## src/hdl/i2cm_pkg.sv

```systemverilog
// Types, constants and sequencing tables of the I2C register master.
// Used by the front end, queue, sequencer and top level; depends on nothing.
`default_nettype none

package i2cm_pkg;

   localparam int QUEUE_DEPTH = 4;
   localparam int STEP_WIDTH = 5;
   localparam int CSR_ADDR_WIDTH = 3;
   localparam int CSR_DATA_WIDTH = 32;

   localparam logic [7:0] PHASE_TICKS_RESET = 8'd8;
   localparam logic [CSR_ADDR_WIDTH-3:0] REG_PHASE_TICKS = '0;

   // Positions past this one belong to the second read of a double read.
   localparam logic [STEP_WIDTH-1:0] HALF_POS = 5'd8;

   typedef enum logic [1:0] {
      OP_WRITE = 2'd0,
      OP_READ  = 2'd1,
      OP_DREAD = 2'd2
   } op_type;

   typedef enum logic [3:0] {
      SEG_END       = 4'd0,
      SEG_START     = 4'd1,
      SEG_RSTART    = 4'd2,
      SEG_SEND_DEV  = 4'd3,
      SEG_SEND_REG  = 4'd4,
      SEG_SEND_DATA = 4'd5,
      SEG_SEND_DEVR = 4'd6,
      SEG_RECV      = 4'd7,
      SEG_MNACK     = 4'd8,
      SEG_STOP      = 4'd9
   } seg_type;

   typedef struct packed {
      op_type     opcode;
      logic [7:0] device_address;
      logic [7:0] register_address;
      logic [7:0] write_data;
   } cmd_type;

   typedef struct packed {
      logic    launch;
      cmd_type cmd;
      logic    sda_in;
   } tick_type;

   typedef struct packed {
      logic scl;
      logic sda;
      logic drive;
   } pins_type;

   typedef struct packed {
      logic        scl_out;
      logic        sda_out;
      logic        sda_drive;
      logic        busy_res;
      logic        done_res;
      logic [15:0] read_data;
      logic        nack_seen;
   } rsp_type;

   function automatic seg_type seg_at(op_type op, logic [STEP_WIDTH-1:0] pos);
      logic [STEP_WIDTH-1:0] p;
      seg_type s;
      p = pos;
      s = SEG_END;
      if (op == OP_DREAD && pos > HALF_POS) begin
         p = pos - HALF_POS;
      end
      unique case (p)
         5'd1: s = SEG_START;
         5'd2: s = SEG_SEND_DEV;
         5'd3: s = SEG_SEND_REG;
         5'd4: s = (op == OP_WRITE) ? SEG_SEND_DATA : SEG_RSTART;
         5'd5: s = (op == OP_WRITE) ? SEG_STOP : SEG_SEND_DEVR;
         5'd6: s = (op == OP_WRITE) ? SEG_END : SEG_RECV;
         5'd7: s = (op == OP_WRITE) ? SEG_END : SEG_MNACK;
         5'd8: s = (op == OP_WRITE) ? SEG_END : SEG_STOP;
         default: s = SEG_END;
      endcase
      return s;
   endfunction

   function automatic logic is_send(seg_type seg);
      return seg == SEG_SEND_DEV || seg == SEG_SEND_REG ||
             seg == SEG_SEND_DATA || seg == SEG_SEND_DEVR;
   endfunction

   function automatic logic [3:0] bits_of(seg_type seg);
      logic [3:0] n;
      n = 4'd1;
      if (is_send(seg)) begin
         n = 4'd9;
      end else if (seg == SEG_RECV) begin
         n = 4'd8;
      end
      return n;
   endfunction

   function automatic logic [2:0] phases_of(seg_type seg, logic [3:0] bit_idx);
      logic [2:0] n;
      unique case (seg)
         SEG_START:  n = 3'd2;
         SEG_RSTART: n = 3'd3;
         SEG_RECV:   n = 3'd2;
         SEG_MNACK:  n = 3'd3;
         SEG_STOP:   n = 3'd4;
         default:    n = (bit_idx >= 4'd8) ? 3'd4 : 3'd3;
      endcase
      return n;
   endfunction

   // Pin levels held through one bus phase.
   function automatic pins_type pins_for(seg_type seg, logic [3:0] bit_idx,
                                         logic [1:0] ph, logic keep, logic b);
      pins_type p;
      unique case (seg)
         SEG_START:  p = (ph == 2'd0) ? 3'b111 : 3'b101;
         SEG_RSTART: p = (ph == 2'd0) ? 3'b011 : ((ph == 2'd1) ? 3'b111 : 3'b101);
         SEG_RECV:   p = (ph == 2'd0) ? 3'b110 : 3'b010;
         SEG_MNACK:  p = (ph == 2'd1) ? 3'b111 : 3'b011;
         SEG_STOP: begin
            unique case (ph)
               2'd0:    p = {1'b0, keep, 1'b1};
               2'd1:    p = 3'b001;
               2'd2:    p = 3'b101;
               default: p = 3'b111;
            endcase
         end
         default: begin
            if (bit_idx >= 4'd8) begin
               p = (ph == 2'd0) ? 3'b011 : ((ph == 2'd2) ? 3'b110 : 3'b010);
            end else if (ph == 2'd0) begin
               p = {1'b0, keep, 1'b1};
            end else begin
               p = {ph == 2'd2, b, 1'b1};
            end
         end
      endcase
      return p;
   endfunction

   // Shift register contents on entry to a segment.
   function automatic logic [7:0] entry_shift(seg_type seg, logic [STEP_WIDTH-1:0] pos,
                                              cmd_type cmd, logic [7:0] cur);
      logic [7:0] s;
      unique case (seg)
         SEG_SEND_DEV:  s = cmd.device_address;
         SEG_SEND_DEVR: s = cmd.device_address + 8'd1;
         SEG_SEND_REG:  s = cmd.register_address + {7'd0, pos > HALF_POS};
         SEG_SEND_DATA: s = cmd.write_data;
         SEG_RECV:      s = 8'd0;
         default:       s = cur;
      endcase
      return s;
   endfunction

endpackage

`default_nettype wire

```

## src/hdl/i2cm_channels.sv

```systemverilog
// Request and response channel interfaces of the I2C register master.
// Depends on nothing; payload fields follow the request and response items.
`default_nettype none

interface i2cm_req_if;
   logic       valid;
   logic       ready;
   logic       start_req;
   logic [1:0] opcode;
   logic [7:0] device_address;
   logic [7:0] register_address;
   logic [7:0] write_data;
   logic       sda_in;

   modport source (output valid, start_req, opcode, device_address, register_address,
                   write_data, sda_in, input ready);
   modport sink (input valid, start_req, opcode, device_address, register_address,
                 write_data, sda_in, output ready);
endinterface

interface i2cm_rsp_if;
   logic        valid;
   logic        ready;
   logic        scl_out;
   logic        sda_out;
   logic        sda_drive;
   logic        busy_res;
   logic        done_res;
   logic [15:0] read_data;
   logic        nack_seen;

   modport source (output valid, scl_out, sda_out, sda_drive, busy_res, done_res,
                   read_data, nack_seen, input ready);
   modport sink (input valid, scl_out, sda_out, sda_drive, busy_res, done_res,
                 read_data, nack_seen, output ready);
endinterface

`default_nettype wire

```

## src/hdl/i2cm_front.sv

```systemverilog
// Front end: accepts request ticks and classifies transaction launches.
// Depends on i2cm_pkg and i2cm_req_if.
`default_nettype none

module i2cm_front (
   i2cm_req_if.sink           req_ch,
   input  logic               push_ready,
   output logic               push_valid,
   output i2cm_pkg::tick_type push_data
);

   logic launch;

   // Only a start with a defined opcode launches a transaction.
   assign launch = req_ch.start_req && (req_ch.opcode <= 2'(i2cm_pkg::OP_DREAD));

   assign req_ch.ready = push_ready;
   assign push_valid = req_ch.valid;

   always_comb begin
      push_data.launch = launch;
      push_data.sda_in = req_ch.sda_in;
      push_data.cmd = '0;
      if (launch) begin
         push_data.cmd.opcode = i2cm_pkg::op_type'(req_ch.opcode);
         push_data.cmd.device_address = req_ch.device_address;
         push_data.cmd.register_address = req_ch.register_address;
         push_data.cmd.write_data = req_ch.write_data;
      end
   end

endmodule

`default_nettype wire

```

## src/hdl/i2cm_queue.sv

```systemverilog
// Short request queue between the front end and the bus sequencer.
// Depends on i2cm_pkg for the queued request type.
`default_nettype none

module i2cm_queue #(
   parameter int DEPTH = i2cm_pkg::QUEUE_DEPTH
) (
   input  logic               clock,
   input  logic               reset,
   input  logic               push_valid,
   input  i2cm_pkg::tick_type push_data,
   output logic               push_ready,
   output logic               pop_valid,
   output i2cm_pkg::tick_type pop_data,
   input  logic               pop_ready
);

   localparam int PTR_W = $clog2(DEPTH);
   localparam int CNT_W = $clog2(DEPTH + 1);

   i2cm_pkg::tick_type entries_ff [DEPTH];
   logic [PTR_W-1:0] wr_ff, wr_in, rd_ff, rd_in;
   logic [CNT_W-1:0] count_ff, count_in;
   logic push_fire, pop_fire;

   assign push_ready = (count_ff != CNT_W'(DEPTH));
   assign pop_valid = (count_ff != '0);
   assign pop_data = entries_ff[rd_ff];
   assign push_fire = push_valid && push_ready;
   assign pop_fire = pop_valid && pop_ready;

   always_comb begin
      wr_in = wr_ff;
      rd_in = rd_ff;
      count_in = count_ff;
      if (push_fire) begin
         wr_in = (wr_ff == PTR_W'(DEPTH - 1)) ? '0 : wr_ff + 1'b1;
      end
      if (pop_fire) begin
         rd_in = (rd_ff == PTR_W'(DEPTH - 1)) ? '0 : rd_ff + 1'b1;
      end
      if (push_fire && !pop_fire) begin
         count_in = count_ff + 1'b1;
      end else if (pop_fire && !push_fire) begin
         count_in = count_ff - 1'b1;
      end
   end

   always_ff @(posedge clock) begin
      if (reset) begin
         wr_ff <= '0;
         rd_ff <= '0;
         count_ff <= '0;
      end else begin
         wr_ff <= wr_in;
         rd_ff <= rd_in;
         count_ff <= count_in;
      end
   end

   always_ff @(posedge clock) begin
      if (push_fire) begin
         entries_ff[wr_ff] <= push_data;
      end
   end

endmodule

`default_nettype wire

```

## src/hdl/i2cm_back.sv

```systemverilog
// Bus sequencer: runs one tick of the I2C transaction per queued request
// and registers the response. Depends on i2cm_pkg and i2cm_rsp_if.
`default_nettype none

module i2cm_back (
   input  logic               clock,
   input  logic               reset,
   input  logic [7:0]         phase_ticks,
   input  logic               pop_valid,
   input  i2cm_pkg::tick_type pop_data,
   output logic               pop_ready,
   i2cm_rsp_if.source         rsp_ch
);

   localparam int SW = i2cm_pkg::STEP_WIDTH;

   logic [SW-1:0] step_ff, step_in, eff_step, pos_next;
   logic [7:0] tick_ff, tick_in, eff_tick, tick_inc, limit;
   logic [3:0] bit_ff, bit_in, eff_bit, bit_next;
   logic [1:0] phase_ff, phase_in, eff_phase;
   logic [2:0] phase_next;
   logic [7:0] shift_ff, shift_in, shift_s;
   i2cm_pkg::cmd_type cmd_ff, eff_cmd;
   logic [15:0] result_ff, result_in, eff_result;
   logic nack_ff, nack_in, eff_nack;
   i2cm_pkg::pins_type pins_ff, pins_in;
   i2cm_pkg::seg_type seg_cur, seg_next;
   logic launch, done, pop_fire;
   logic rsp_valid_ff;
   i2cm_pkg::rsp_type rsp_ff, rsp_in;

   assign pop_ready = !rsp_valid_ff || rsp_ch.ready;
   assign pop_fire = pop_valid && pop_ready;

   // Apply a launch before the tick is run.
   always_comb begin
      launch = pop_data.launch && (step_ff == '0);
      eff_step = launch ? SW'(1) : step_ff;
      eff_cmd = launch ? pop_data.cmd : cmd_ff;
      eff_tick = launch ? '0 : tick_ff;
      eff_bit = launch ? '0 : bit_ff;
      eff_phase = launch ? '0 : phase_ff;
      eff_nack = launch ? 1'b0 : nack_ff;
      eff_result = launch ? '0 : result_ff;
      seg_cur = i2cm_pkg::seg_at(eff_cmd.opcode, eff_step);
   end

   // Pin levels: load at the first tick of each phase.
   always_comb begin
      pins_in = pins_ff;
      if (eff_step != '0 && eff_tick == '0) begin
         pins_in = i2cm_pkg::pins_for(seg_cur, eff_bit, eff_phase, pins_ff.sda,
                                      shift_ff[7]);
      end
   end

   // Sequencer next state.
   always_comb begin
      step_in = eff_step;
      tick_in = eff_tick;
      bit_in = eff_bit;
      phase_in = eff_phase;
      shift_in = shift_ff;
      shift_s = shift_ff;
      nack_in = eff_nack;
      result_in = eff_result;
      done = 1'b0;
      limit = (phase_ticks == '0) ? 8'd1 : phase_ticks;
      tick_inc = eff_tick + 8'd1;
      phase_next = {1'b0, eff_phase} + 3'd1;
      bit_next = eff_bit + 4'd1;
      pos_next = eff_step + SW'(1);
      seg_next = i2cm_pkg::seg_at(eff_cmd.opcode, pos_next);
      if (eff_step != '0) begin
         tick_in = tick_inc;
         if (tick_inc >= limit) begin
            tick_in = '0;
            if (i2cm_pkg::is_send(seg_cur) && eff_phase == 2'd2) begin
               if (eff_bit >= 4'd8) begin
                  nack_in = eff_nack | pop_data.sda_in;
               end else begin
                  shift_s = {shift_ff[6:0], 1'b0};
               end
            end else if (seg_cur == i2cm_pkg::SEG_RECV && eff_phase == 2'd0) begin
               shift_s = {shift_ff[6:0], pop_data.sda_in};
            end
            shift_in = shift_s;
            if (phase_next >= i2cm_pkg::phases_of(seg_cur, eff_bit)) begin
               phase_in = '0;
               bit_in = bit_next;
               if (bit_next >= i2cm_pkg::bits_of(seg_cur)) begin
                  bit_in = '0;
                  if (seg_cur == i2cm_pkg::SEG_RECV) begin
                     if (eff_step > i2cm_pkg::HALF_POS) begin
                        result_in = {eff_result[15:8], shift_s};
                     end else if (eff_cmd.opcode == i2cm_pkg::OP_DREAD) begin
                        result_in = {shift_s, 8'd0};
                     end else begin
                        result_in = {8'd0, shift_s};
                     end
                  end
                  if (seg_next == i2cm_pkg::SEG_END) begin
                     step_in = '0;
                     done = 1'b1;
                  end else begin
                     step_in = pos_next;
                     shift_in = i2cm_pkg::entry_shift(seg_next, pos_next, eff_cmd, shift_s);
                  end
               end
            end else begin
               phase_in = phase_next[1:0];
            end
         end
      end
   end

   always_comb begin
      rsp_in.scl_out = pins_in.scl;
      rsp_in.sda_out = pins_in.drive ? pins_in.sda : 1'b1;
      rsp_in.sda_drive = pins_in.drive;
      rsp_in.busy_res = (step_in != '0);
      rsp_in.done_res = done;
      rsp_in.read_data = result_in;
      rsp_in.nack_seen = nack_in;
   end

   always_ff @(posedge clock) begin
      if (reset) begin
         step_ff <= '0;
         tick_ff <= '0;
         bit_ff <= '0;
         phase_ff <= '0;
         shift_ff <= '0;
         cmd_ff <= '0;
         result_ff <= '0;
         nack_ff <= 1'b0;
         pins_ff <= 3'b111;
         rsp_valid_ff <= 1'b0;
      end else begin
         if (pop_fire) begin
            step_ff <= step_in;
            tick_ff <= tick_in;
            bit_ff <= bit_in;
            phase_ff <= phase_in;
            shift_ff <= shift_in;
            cmd_ff <= eff_cmd;
            result_ff <= result_in;
            nack_ff <= nack_in;
            pins_ff <= pins_in;
         end
         if (pop_fire) begin
            rsp_valid_ff <= 1'b1;
         end else if (rsp_ch.ready) begin
            rsp_valid_ff <= 1'b0;
         end
      end
   end

   always_ff @(posedge clock) begin
      if (pop_fire) begin
         rsp_ff <= rsp_in;
      end
   end

   assign rsp_ch.valid = rsp_valid_ff;
   assign rsp_ch.scl_out = rsp_ff.scl_out;
   assign rsp_ch.sda_out = rsp_ff.sda_out;
   assign rsp_ch.sda_drive = rsp_ff.sda_drive;
   assign rsp_ch.busy_res = rsp_ff.busy_res;
   assign rsp_ch.done_res = rsp_ff.done_res;
   assign rsp_ch.read_data = rsp_ff.read_data;
   assign rsp_ch.nack_seen = rsp_ff.nack_seen;

endmodule

`default_nettype wire

```

## src/hdl/i2c_register_master.sv

```systemverilog
// Top level of the I2C register master: register port, front end, queue
// and bus sequencer. Depends on i2cm_pkg, the channel interfaces and submodules.
`default_nettype none

// Each request is one timing tick of an I2C master that runs register write,
// register read and double read transactions; every request yields exactly one
// response carrying the pin levels after that tick, busy/done status, the read
// result and the sticky slave NACK flag. One request is taken per clock cycle
// sustained while responses are taken: the sequencer updates all of its
// counters, the shift byte and the pins together per tick, so the queue drains
// at one entry a cycle unless responses stall. Each accepted request passes the
// queue, then the response register. A request with start_req set launches
// a transaction only while the sequencer is idle and the opcode is defined;
// otherwise it just advances time. Each bus phase lasts phase_ticks ticks
// (register 0, reset 8, zero acts as one); write it only while idle.
module i2c_register_master #(
   parameter int QUEUE_DEPTH = i2cm_pkg::QUEUE_DEPTH
) (
   input  logic                                clock,
   input  logic                                reset,
   i2cm_req_if.sink                            req_ch,
   i2cm_rsp_if.source                          rsp_ch,
   input  logic                                psel,
   input  logic                                penable,
   input  logic                                pwrite,
   input  logic [i2cm_pkg::CSR_ADDR_WIDTH-1:0] paddr,
   input  logic [i2cm_pkg::CSR_DATA_WIDTH-1:0] pwdata,
   output logic [i2cm_pkg::CSR_DATA_WIDTH-1:0] prdata,
   output logic                                pready
);

   logic [7:0] phase_ticks_ff, phase_ticks_in;
   logic [i2cm_pkg::CSR_ADDR_WIDTH-3:0] csr_index;
   logic csr_write;
   logic push_valid, push_ready, pop_valid, pop_ready;
   i2cm_pkg::tick_type push_data, pop_data;

   // Register port: no wait states; decode on the word index.
   assign pready = 1'b1;
   assign csr_index = paddr[i2cm_pkg::CSR_ADDR_WIDTH-1:2];
   assign csr_write = psel && penable && pwrite && pready &&
                      (csr_index == i2cm_pkg::REG_PHASE_TICKS);

   always_comb begin
      phase_ticks_in = phase_ticks_ff;
      if (csr_write) begin
         phase_ticks_in = pwdata[7:0];
      end
   end

   always_comb begin
      prdata = '0;
      if (csr_index == i2cm_pkg::REG_PHASE_TICKS) begin
         prdata = {{(i2cm_pkg::CSR_DATA_WIDTH - 8){1'b0}}, phase_ticks_ff};
      end
   end

   always_ff @(posedge clock) begin
      if (reset) begin
         phase_ticks_ff <= i2cm_pkg::PHASE_TICKS_RESET;
      end else begin
         phase_ticks_ff <= phase_ticks_in;
      end
   end

   // Classify each request tick; hold it in the queue when the back end stalls.
   i2cm_front u_front (
      .req_ch     (req_ch),
      .push_ready (push_ready),
      .push_valid (push_valid),
      .push_data  (push_data)
   );

   i2cm_queue #(
      .DEPTH (QUEUE_DEPTH)
   ) u_queue (
      .clock      (clock),
      .reset      (reset),
      .push_valid (push_valid),
      .push_data  (push_data),
      .push_ready (push_ready),
      .pop_valid  (pop_valid),
      .pop_data   (pop_data),
      .pop_ready  (pop_ready)
   );

   // Advance the bus sequencer one tick per popped request.
   i2cm_back u_back (
      .clock       (clock),
      .reset       (reset),
      .phase_ticks (phase_ticks_ff),
      .pop_valid   (pop_valid),
      .pop_data    (pop_data),
      .pop_ready   (pop_ready),
      .rsp_ch      (rsp_ch)
   );

endmodule

`default_nettype wire

```

## src/flat_wrapper.sv

```systemverilog
// flat-port wrapper written by rule: the top's interface ports become plain ports
module i2c_register_master_flat 
#(
   parameter int QUEUE_DEPTH = i2cm_pkg::QUEUE_DEPTH
)
  (clock, reset, psel, penable, pwrite, paddr, pwdata, prdata, pready, req_ch_valid, req_ch_start_req, req_ch_opcode, req_ch_device_address, req_ch_register_address, req_ch_write_data, req_ch_sda_in, req_ch_ready, rsp_ch_valid, rsp_ch_scl_out, rsp_ch_sda_out, rsp_ch_sda_drive, rsp_ch_busy_res, rsp_ch_done_res, rsp_ch_read_data, rsp_ch_nack_seen, rsp_ch_ready);
  i2cm_req_if req_ch_i ();
  i2cm_rsp_if rsp_ch_i ();
  input  logic clock;
  input  logic reset;
  input  logic psel;
  input  logic penable;
  input  logic pwrite;
  input  logic [i2cm_pkg::CSR_ADDR_WIDTH-1:0] paddr;
  input  logic [i2cm_pkg::CSR_DATA_WIDTH-1:0] pwdata;
  output logic [i2cm_pkg::CSR_DATA_WIDTH-1:0] prdata;
  output logic pready;
  input wire logic [$bits(req_ch_i.valid)-1:0] req_ch_valid;
  input wire logic [$bits(req_ch_i.start_req)-1:0] req_ch_start_req;
  input wire logic [$bits(req_ch_i.opcode)-1:0] req_ch_opcode;
  input wire logic [$bits(req_ch_i.device_address)-1:0] req_ch_device_address;
  input wire logic [$bits(req_ch_i.register_address)-1:0] req_ch_register_address;
  input wire logic [$bits(req_ch_i.write_data)-1:0] req_ch_write_data;
  input wire logic [$bits(req_ch_i.sda_in)-1:0] req_ch_sda_in;
  output wire logic [$bits(req_ch_i.ready)-1:0] req_ch_ready;
  output wire logic [$bits(rsp_ch_i.valid)-1:0] rsp_ch_valid;
  output wire logic [$bits(rsp_ch_i.scl_out)-1:0] rsp_ch_scl_out;
  output wire logic [$bits(rsp_ch_i.sda_out)-1:0] rsp_ch_sda_out;
  output wire logic [$bits(rsp_ch_i.sda_drive)-1:0] rsp_ch_sda_drive;
  output wire logic [$bits(rsp_ch_i.busy_res)-1:0] rsp_ch_busy_res;
  output wire logic [$bits(rsp_ch_i.done_res)-1:0] rsp_ch_done_res;
  output wire logic [$bits(rsp_ch_i.read_data)-1:0] rsp_ch_read_data;
  output wire logic [$bits(rsp_ch_i.nack_seen)-1:0] rsp_ch_nack_seen;
  input wire logic [$bits(rsp_ch_i.ready)-1:0] rsp_ch_ready;
  assign req_ch_i.valid = req_ch_valid;
  assign req_ch_i.start_req = req_ch_start_req;
  assign req_ch_i.opcode = req_ch_opcode;
  assign req_ch_i.device_address = req_ch_device_address;
  assign req_ch_i.register_address = req_ch_register_address;
  assign req_ch_i.write_data = req_ch_write_data;
  assign req_ch_i.sda_in = req_ch_sda_in;
  assign req_ch_ready = req_ch_i.ready;
  assign rsp_ch_valid = rsp_ch_i.valid;
  assign rsp_ch_scl_out = rsp_ch_i.scl_out;
  assign rsp_ch_sda_out = rsp_ch_i.sda_out;
  assign rsp_ch_sda_drive = rsp_ch_i.sda_drive;
  assign rsp_ch_busy_res = rsp_ch_i.busy_res;
  assign rsp_ch_done_res = rsp_ch_i.done_res;
  assign rsp_ch_read_data = rsp_ch_i.read_data;
  assign rsp_ch_nack_seen = rsp_ch_i.nack_seen;
  assign rsp_ch_i.ready = rsp_ch_ready;
  i2c_register_master #(.QUEUE_DEPTH(QUEUE_DEPTH)) u_core (.clock(clock), .reset(reset), .req_ch(req_ch_i), .rsp_ch(rsp_ch_i), .psel(psel), .penable(penable), .pwrite(pwrite), .paddr(paddr), .pwdata(pwdata), .prdata(prdata), .pready(pready));
endmodule
```

## config.mk

```make
export PLATFORM = sky130hd
export DESIGN_NAME = i2c_register_master_flat
export DESIGN_NICKNAME = d
export VERILOG_FILES = /design/src/hdl/i2cm_pkg.sv /design/src/hdl/i2cm_channels.sv /design/src/hdl/i2cm_front.sv /design/src/hdl/i2cm_queue.sv /design/src/hdl/i2cm_back.sv /design/src/hdl/i2c_register_master.sv /design/src/flat_wrapper.sv
export SDC_FILE = /design/constraint.sdc
export NUM_CORES = 1
export LEC_CHECK = 0
export BUFFER_PORTS_ARGS = -buffer_cell sky130_fd_sc_hd__buf_4
export CAP_MARGIN = 20
export CORE_ASPECT_RATIO = 1.1
export CORE_MARGIN = 1
export CORE_UTILIZATION = 60
export DETAILED_ROUTE_END_ITERATION = 8
export PLACE_DENSITY = 0.81
export SYNTH_ARGS = -nofsm -noshare
export SYNTH_HDL_FRONTEND = slang
export SYNTH_SLANG_ARGS = --single-unit
```

## constraint.sdc

```tcl
create_clock -name clock -period 21.1 [get_ports clock]
set_clock_uncertainty 0.15 [all_clocks]
set_input_delay 3.165 -clock clock [delete_from_list [all_inputs] [get_ports clock]]
set_output_delay 3.165 -clock clock [all_outputs]
set_load 0.02 [all_outputs]
```

==> results by group <==
Outcome
  • Status: finished clean

STA
  • Crit share post-route: 40.5%
  • Hold Slack: 0.304 ns
  • Slew @ Worst Pin: 1.05 ns
  • Final TNS setup: 0 ns
  • Final worst setup slack: about 13 ns
  • Finish-stage setup viols: 0
  • Slew Limit Fails: 0
  • Fmax: roughly 120 MHz
  • Final Hold Vio Count: 0
  • Slew headroom: 29.3%
  • Post-layout min period: ~8.5 ns
  • Unrepaired setup endpoints after global routing: no

Clock tree
  • H-tree depth: 1
  • Hold Buf Count CTS: 0
  • Clock root cell: clkbuf_16
  • CTS tree: yes
  • Max clock buf depth: 3
  • CTS Buf Count: 23
  • Clock transition at path regs: 0.06 ns
  • PostCTS Resize Cnt: 0
  • Post-CTS setup buffer count: 0
  • Clk sinks: 225
  • Worst skew pair latency: 0.53 ns

Die
  • Row cnt: 53
  • Die area: 20600 um^2
  • Die W: 137 um
  • Die Ht: 150 um
  • Io pins: 127
  • Initial Utilization: between 60% and 70%
  • Core area: 19400 um^2

Logic synthesis
  • Adder-cell share of the synthesized area: 3.91%
  • Syn Inst Count: 1156
  • Sequential-to-total area share from yosys stat: 48.6%
  • Simple-Gate Fraction of Synth Area: between 15 and 20%
  • EDFF count, synth: approximately 130
  • Top_reg_cell synth: edfxtp_1
  • Mean Syn Cell Area: 10.4 um^2
  • Largest area contributor in the netlist: edfxtp_1
  • Synth async-reset ratio: 0%
  • Yosys warning count: 0
  • Synth Area in XOR/XNOR: 1.60%
  • Cell Area, Synth: 12000 um^2
  • Netlist cell types: 96
  • Post-synthesis mux area share: between 8 and 9%
  • Most frequent cell after synthesis: nand2_1
  • Synth Area in Compound Gates: 15.6%
  • Combinational family with the most area after synthesis: simple AND/OR/NAND/NOR gates
  • Post-synth top cells: nand2_1, edfxtp_1, nor2_1
  • Post-synthesis register bit count: 225
  • Synth area leaders: edfxtp_1, dfxtp_1, mux4_2
  • Area share of the largest cell type after synthesis: 33.5%

Pwr
  • Power per Cell Area: 122 nW/um^2
  • Sw Ratio: 37.2%
  • VDD IR-drop max: approximately 0.091 mV
  • Sw power: between 0.6 and 0.7 mW
  • Reported leakage power: 4.92 nW
  • Gate power share: between 30% and 40%
  • Clock network power share: around 25%
  • Int Power: 1.02 mW
  • Flop pwr share: 35.6%

Drt
  • Vias: 8892
  • Post-route DRC: 0
  • DRT Pass-1 Iters: 5
  • Final WL: about 26 mm
  • Via density: 6.05
  • Initial detailed-routing violation count: approximately 830
  • Post-DRT Antenna Nets: 0
  • Avg WL per Cell: 17.5 um

Placement
  • Dpl hpwl: about 17 mm
  • GP Congestion: 0.922
  • Inst Count DP: 1428
  • Dpl ws: around 13 ns
  • Port Buffers: 75
  • Placed cell area: 12600 um^2

Global route
  • Global-route wire length before repair: 42.0 mm
  • Vias in the first global route: 8358
  • Gr usage total: roughly 26%
  • Remaining Overflow, GRT: 0
  • Largest net degree at the start of global routing: a little over 90
  • Antenna violations before repair: 0

Setup path
  • Startpoint types: flip-flop
  • Crit path capture type: flip-flop
  • Kind of critical path: flip-flop to flip-flop
  • WP data arrival: ~8.8 ns
  • WP data required: 21.39 ns
  • Max FO, Critical Path: 50

Flow run
  • Maxcap violations: 0

Finish
  • Layout cells sized above 1: 15.2%
  • Fin area: 13300 um^2
  • Post-Layout Cell Count: 1470
  • Area Growth Syn to Fin: 10.9%
  • Number of diodes: 0
  • NumNets Final: 1313

Worst hold path
  • Hold WC Path Type: flip-flop to flip-flop
==> cell type report <==
cell class / instances / area (um^2)
clock buffer: 36 / 674
clock inverter: 6 / 67.6
fill: 1414 / 6030
inverter: 40 / 150
multi-input combinational: 831 / 5650
sequential: 225 / 5850
tap: 247 / 309
timing repair buffer: 85 / 638
==> placed cells by master, fill, tap and decap left out, types with 6 or more instances in the layout <==
| cell | instances |
|---|---|
| nand2_1 | 136 |
| edfxtp_1 | 134 |
| nor2_1 | 102 |
| dfxtp_1 | 90 |
| buf_4 | 85 |
| a21oi_1 | 75 |
| inv_1 | 39 |
| and2_1 | 37 |
| ha_1 | 36 |
| mux2i_1 | 31 |
| nor3_1 | 30 |
| o21ai_1 | 29 |
| o21ai_0 | 28 |
| mux4_2 | 26 |
| conb_1 | 25 |
| nand3_1 | 23 |
| clkbuf_16 | 23 |
| a211oi_1 | 17 |
| o22ai_1 | 14 |
| xnor2_1 | 12 |
| nor2b_1 | 11 |
| and3_1 | 11 |
| nand3b_1 | 11 |
| xor2_1 | 10 |
| a22oi_1 | 10 |
| nand2b_1 | 9 |
| a21o_1 | 8 |
| or3_1 | 8 |
| clkbuf_1 | 8 |
| o211a_1 | 6 |
| o31ai_1 | 6 |
==> path summary, 6_finish.rpt <==
check	start	slack, ns	to	depth (start not counted)
worst max register to register	flip-flop	12.56	u_core.u_back.result_ff[7]	24
worst max-delay path	flip-flop	12.56	u_core.u_back.result_ff[7]	24
worst min-delay path	u_core.u_back.result_ff[3]	0.30	u_core.u_back.result_ff[3]	2
worst min register to register	u_core.u_back.result_ff[3]	0.30	u_core.u_back.result_ff[3]	2
==> logic make-up (layout without fill, tap and decap cells) <==
kind of cell | Yosys count | in the layout
XOR/XNOR | 22 | 22
buffers and inverters | 123 | 167
AND/OR/NAND/NOR | 409 | 409
multiplexers | 66 | 66
AO/OA/AOI/OAI | 272 | 272
other | 2 | 25
adder cells (fa/ha/maj) | 37 | 37
flip-flops | 225 | 225
==> critical path, stage by stage, from the launching register on <==
cell	delay, ns
dfxtp_2	0.31
buf_4	0.44
mux4_2	0.66
and3_4	0.42
nor2_1	0.35
ha_1	0.37
nor2b_1	0.22
a31o_2	0.29
nor3_2	0.10
o211a_1	0.25
or2_1	0.30
and4_1	0.22
nor2_1	0.60
o21ai_0	0.19
a211oi_1	0.49
o32ai_1	0.22
ha_1	0.31
a21o_1	0.15
a21oi_1	0.46
nor2b_1	0.27
and3_1	0.33
a31oi_1	0.65
nand2b_1	0.40
nand3b_1	0.13
o21ai_1	0.10
==> per-stage QoR <==
| step | power, mW | util [%] |
|---|---|---|
| final | 1.62 | 68.9 |
| after global routing | 1.72 | 68.9 |
| after CTS | 1.63 | 68.9 |
| after detailed placement | 1.23 | 65.0 |
| after global placement | 1.21 | 65.0 |
| after floorplan | 1.08 | - |
==> power by group through the flow <==
stage	Sequential (mW)	Combinational, mW	Clock, mW
3_5_place_dp	0.586	0.645	0
3_3_place_gp	0.581	0.632	0
5_1_grt	0.585	0.711	0.420
4_1_cts	0.577	0.648	0.405
2_1_floorplan	0.604	0.474	0
6_report	0.577	0.648	0.398
==> flip-flops by register name (all words and copies together) (netlist names), 2 cells and up, named ones only <==
signal,cells
u_core.u_back.cmd_ff,26
u_core.u_back.shift_ff,8
u_core.u_queue.entries_ff,112
u_core.u_back.bit_ff,4
u_core.u_queue.wr_ff,2
u_core.u_back.rsp_ch.read_data,16
u_core.u_back.tick_ff,8
u_core.u_back.pins_ff,3
u_core.u_queue.count_ff,3
u_core.phase_ticks_ff,8
u_core.u_back.step_ff,5
u_core.u_back.result_ff,16
u_core.u_back.phase_ff,2
u_core.u_queue.rd_ff,2
==> metal layers <==
layer	vias up	track usage (%)	wire, um
met3	40	2.76	1190
met4	0	7.03	486
met1	4265	34.1	11300
li1	4326	-	-
met5	-	0	0
met2	261	44.3	12900
Note: power is estimated with default switching activity, not from simulation.
